==> config.mk <==
export PLATFORM = sky130hd
export DESIGN_NAME = idfs_ram
export DESIGN_NICKNAME = d
export VERILOG_FILES = /design/src/hdl/idfs_ram.sv
export SDC_FILE = /design/constraint.sdc
export NUM_CORES = 1
export LEC_CHECK = 0
export ABC_AREA = 0
export BUFFER_PORTS_ARGS = -buffer_cell sky130_fd_sc_hd__buf_2
export CAP_MARGIN = 40
export CORE_MARGIN = 4
export CORE_UTILIZATION = 56
export DETAILED_ROUTE_END_ITERATION = 10
export PLACE_DENSITY_LB_ADDON = 0.05
export SLEW_MARGIN = 40
export SYNTH_ARGS = -nofsm -noshare
export SYNTH_HDL_FRONTEND = slang
export SYNTH_SLANG_ARGS = --single-unit
==> constraint.sdc <==
create_clock -name clk -period 2.1 [get_ports clk]
set_input_delay 0.42 -clock clk [delete_from_list [all_inputs] [get_ports clk]]
set_output_delay 0.42 -clock clk [all_outputs]
set_load 0.05 [all_outputs]
==> src/hdl/idfs_ram.sv <==
// Generic single-write, single-read RAM with registered read data.
`default_nettype none
module idfs_ram #(
  parameter int WIDTH = 8,
  parameter int DEPTH = 64
) (
  input  wire logic                     clk,
  input  wire logic                     we,
  input  wire logic [$clog2(DEPTH)-1:0] waddr,
  input  wire logic [WIDTH-1:0]         wdata,
  input  wire logic [$clog2(DEPTH)-1:0] raddr,
  output logic      [WIDTH-1:0]         rdata
);

  logic [WIDTH-1:0] mem [DEPTH];

  always_ff @(posedge clk) begin
    if (we) begin
      mem[waddr] <= wdata;
    end
    rdata <= mem[raddr];
  end

endmodule
`default_nettype wire

; ---- Word level (Yosys, flattened, before mapping)
; Memories as Yosys holds them, arrays and structs flattened. A register that Yosys moved wholly into a read port is not among the register bits.
; Cells that the tools add are included.
[word_totals]
regBits = 0
ram_bits = 512
out_inout_bits = 8
mem_count = 1
[classes]
n_mux = 2
[mem_list]
columns = name, depth, width, read_ports, rd_ports_with_merged_regs, write_ports, line_no
row1 = mem, 64, 8, 1, 1, 1, 15  ; logic [WIDTH-1:0] mem [DEPTH];
[op_table]
columns = cell, n
row1 = $mux W1, 2

; ---- Logic depth before layout (Yosys ltp)
[depth]
depth_word = 2
depth_mapped = 9
depth_no_buf = 5

; ---- Least setup slack after synthesis
; No wires, ideal clock.
[synth_path]
path_type = input port to flip-flop
from = in raddr[1]
to = reg rdata[3], read port of mem
setup_ns = 0.128
arrival_time_ns = 1.960
path_slack_ns = 0.012
cell_stages = 7
path_cell_list = buf_4 -> buf_2 -> buf_2 -> mux4_2 -> mux4_2 -> o21ai_1 -> o41ai_1
[synth_rtl]
columns = element, line_no
row1 = "start, declared", 11  ; input wire logic [$clog2(DEPTH)-1:0] raddr,
row2 = "end, declared", 12  ; output logic [WIDTH-1:0] rdata

==> impl_metrics.env <==
export IMPL_drive_gt1_frac=0.335
export IMPL_pin_count=30
export IMPL_ys_seq_area_frac=0.770
export IMPL_fin_crit_sh=0.984
export IMPL_yosys_area_share_simple=0.0339
export IMPL_syn_avg_cell_area_um2=21.5
export IMPL_pwr_share_comb=0.059
export IMPL_cts_max_level=2
export IMPL_grt_pass1_wl_um=68600
export IMPL_die_h_um=198
export IMPL_hold_worst_slack_ns=0.304
export IMPL_clkSinkCount=520
export IMPL_switching_share=0.208
export IMPL_arrival_ns=2.51
export IMPL_core_um2=35600
export IMPL_placed_area_um2=21900
export IMPL_tightest_slew_ns=0.722
export IMPL_status="finished clean"
export IMPL_routabilityCongestion=0.864
export IMPL_synthToLayoutAreaGrowth_pct=16.7
export IMPL_required_ns=2.54
export IMPL_vdd_drop_max_mv=0.969
export IMPL_antenna_found_initial=3
export IMPL_first_global_vias=10500
export IMPL_crit_path_start_kind="flip-flop"
export IMPL_rsz0062_at_grt="no"
export IMPL_numCtsBuffers=52
export IMPL_cts_tree="yes"
export IMPL_drc=0
export IMPL_dr_total_vias=10000
export IMPL_hold_violations=0
export IMPL_nets=1137
export IMPL_antenna_left=0
export IMPL_power_mw=21.4
export IMPL_drv_slew=0
export IMPL_maxCapViolations=0
export IMPL_crit_fanout=1
export IMPL_ys_ff_latch=520
export IMPL_cts_hold_buf=0
export IMPL_synth_cell_types=40
export IMPL_setup_viol=0
export IMPL_synth_mux_area_frac=0.159
export IMPL_power_switching_mw=4.45
export IMPL_synthFlopType="edfxtp_1"
export IMPL_firstDrtPassIters=5
export IMPL_holdCritPathClass="input port to flip-flop"
export IMPL_die_x_um=198
export IMPL_wl_per_cell_um=28.4
export IMPL_p_per_area_nw_per_um2=910
export IMPL_final_setup_skew_ns=0.0142
export IMPL_vias_per_cell=6.19
export IMPL_grt_max_degree=65
export IMPL_dpl_hpwl_um=31300
export IMPL_synth_top_family_by_area="multiplexers"
export IMPL_clk_latency_ns=0.58
export IMPL_port_buffers=29
export IMPL_worstSetupEndpointType="flip-flop"
export IMPL_drt_iter0_markers=1130
export IMPL_tns_ns=0
export IMPL_syn_nets=962
export IMPL_path_class="flip-flop to flip-flop"
export IMPL_max_clock_path_buffers=3
export IMPL_synth_cells=940
export IMPL_pwr_share_seq=0.538
export IMPL_final_util=0.662
export IMPL_die_area_um2=39100
export IMPL_fp_row_count=69
export IMPL_synth_compound_area_frac=0.0207
export IMPL_p_int_mw=17.0
export IMPL_relSlewSlack=0.519
export IMPL_fin_crit_ns=2.07
export IMPL_layout_commonest_cell="edfxtp_1"
export IMPL_layout_cell_area_non_filler_um2=23500
export IMPL_layout_common_cells="512 x edfxtp_1, 126 x mux4_2, 126 x buf_4, 83 x nor2_1, 53 x clkbuf_16"
export IMPL_synth_warning_count=0
export IMPL_clock_fmax_mhz=484
export IMPL_grt_total_usage=0.242
export IMPL_leakage_nw=7.68
export IMPL_synth_edf_count=512
export IMPL_cts_root_buffer="clkbuf_16"
export IMPL_async_flop_share=0
export IMPL_pwr_share_clk=0.403
export IMPL_wl_um=46000
export IMPL_globalRoute_totalOverflow=0
export IMPL_synthAdderAreaFrac=0
export IMPL_netlist_area_um2=20200
export IMPL_synth_xor_area_frac=0
export IMPL_clk_pin_slew_ns=0.06
export IMPL_start_util=0.567
## registers in the layout, indices dropped and copies added (netlist names)
name   cells
mem      512
rdata      8
## final cells by class
type,count,area [µm²]
diodes,1,2.50
fillers,2336,12000
flip-flops and latches,520,15500
multi-input cells,369,4360
well taps,461,577
clock inverters,27,199
repair buffers,172,1490
clock buffers,67,1380
## worst paths after layout
kind | from | end | slack [ns] | cells past startpoint
worst max-delay path | mem[42][0] | rdata[0] | 0.03 | 4
worst min register to register | mem[22][1] | rdata[1] | 0.91 | 4
worst min-delay path | raddr[5] | rdata[0] | 0.30 | 3
worst max register to register | mem[42][0] | rdata[0] | 0.03 | 4
## through the flow
step,cells,worst slack (ns)
CTS,1616,0.00216
floorplan,940,0.0123
global route,1617,0.00370
global placement,1522,-0.692
finish,1617,0.0337
detailed placement,1522,-0.664
## power by group through the flow
stage | Combinational, mW | Clock (mW) | Sequential [mW]
2_1_floorplan | 0.612 | 0 | 11.8
3_3_place_gp | 1.23 | 0 | 11.7
3_5_place_dp | 1.26 | 0 | 11.7
4_1_cts | 1.27 | 8.79 | 11.5
5_1_grt | 1.35 | 9.25 | 11.5
6_report | 1.27 | 8.63 | 11.5
## critical path, cell delays in order (launching register included)
cell and delay [ns]:
edfxtp_1 0.38, mux4_2 0.47, mux2_2 0.29, a221oi_1 0.66, o2bb2ai_1 0.14
## kinds of logic (layout without fill, tap and decap cells)
| family | Yosys count | after routing |
|---|---|---|
| compound gates | 54 | 54 |
| buf+inv | 51 | 266 |
| flops | 520 | 520 |
| mux | 162 | 162 |
| other cells | 0 | 1 |
| simple gates | 153 | 153 |
## metal layers
| layer | vias up | GRT usage | wire length, µm |
|---|---|---|---|
| li1 | 4282 | - | - |
| met1 | 5231 | 0.328 | 17900 |
| met2 | 413 | 0.402 | 23400 |
| met3 | 81 | 0.0553 | 3340 |
| met4 | 4 | 0.0701 | 1300 |
| met5 | - | 0 | 21 |
## repair_timing
item / in CTS / in global routing
endpoints found under the setup margin: 4 / 3
gates resized for setup: 6 / 3
pin swaps: 1 / 0
setup buffers: 0 / 0
## Yosys cell counts, types with 6 or more instances
| library cell | instances | area share |
|---|---|---|
| nor3_1 | 7 | 0.0017 |
| nand3_1 | 13 | 0.0032 |
| mux2i_1 | 23 | 0.011 |
| nor2b_1 | 14 | 0.0043 |
| dfxtp_1 | 8 | 0.0079 |
| mux2_2 | 13 | 0.0073 |
| a221oi_1 | 6 | 0.0026 |
| nor2_1 | 83 | 0.015 |
| nand2b_1 | 7 | 0.0022 |
| nand2_1 | 19 | 0.0035 |
| buf_2 | 11 | 0.0027 |
| edfxtp_1 | 512 | 0.76 |
| o221ai_1 | 8 | 0.0035 |
| mux4_2 | 126 | 0.14 |
| clkbuf_1 | 17 | 0.0032 |
| o22ai_1 | 8 | 0.0025 |
| buf_4 | 13 | 0.0048 |
Power figures use the tool's default switching activity.
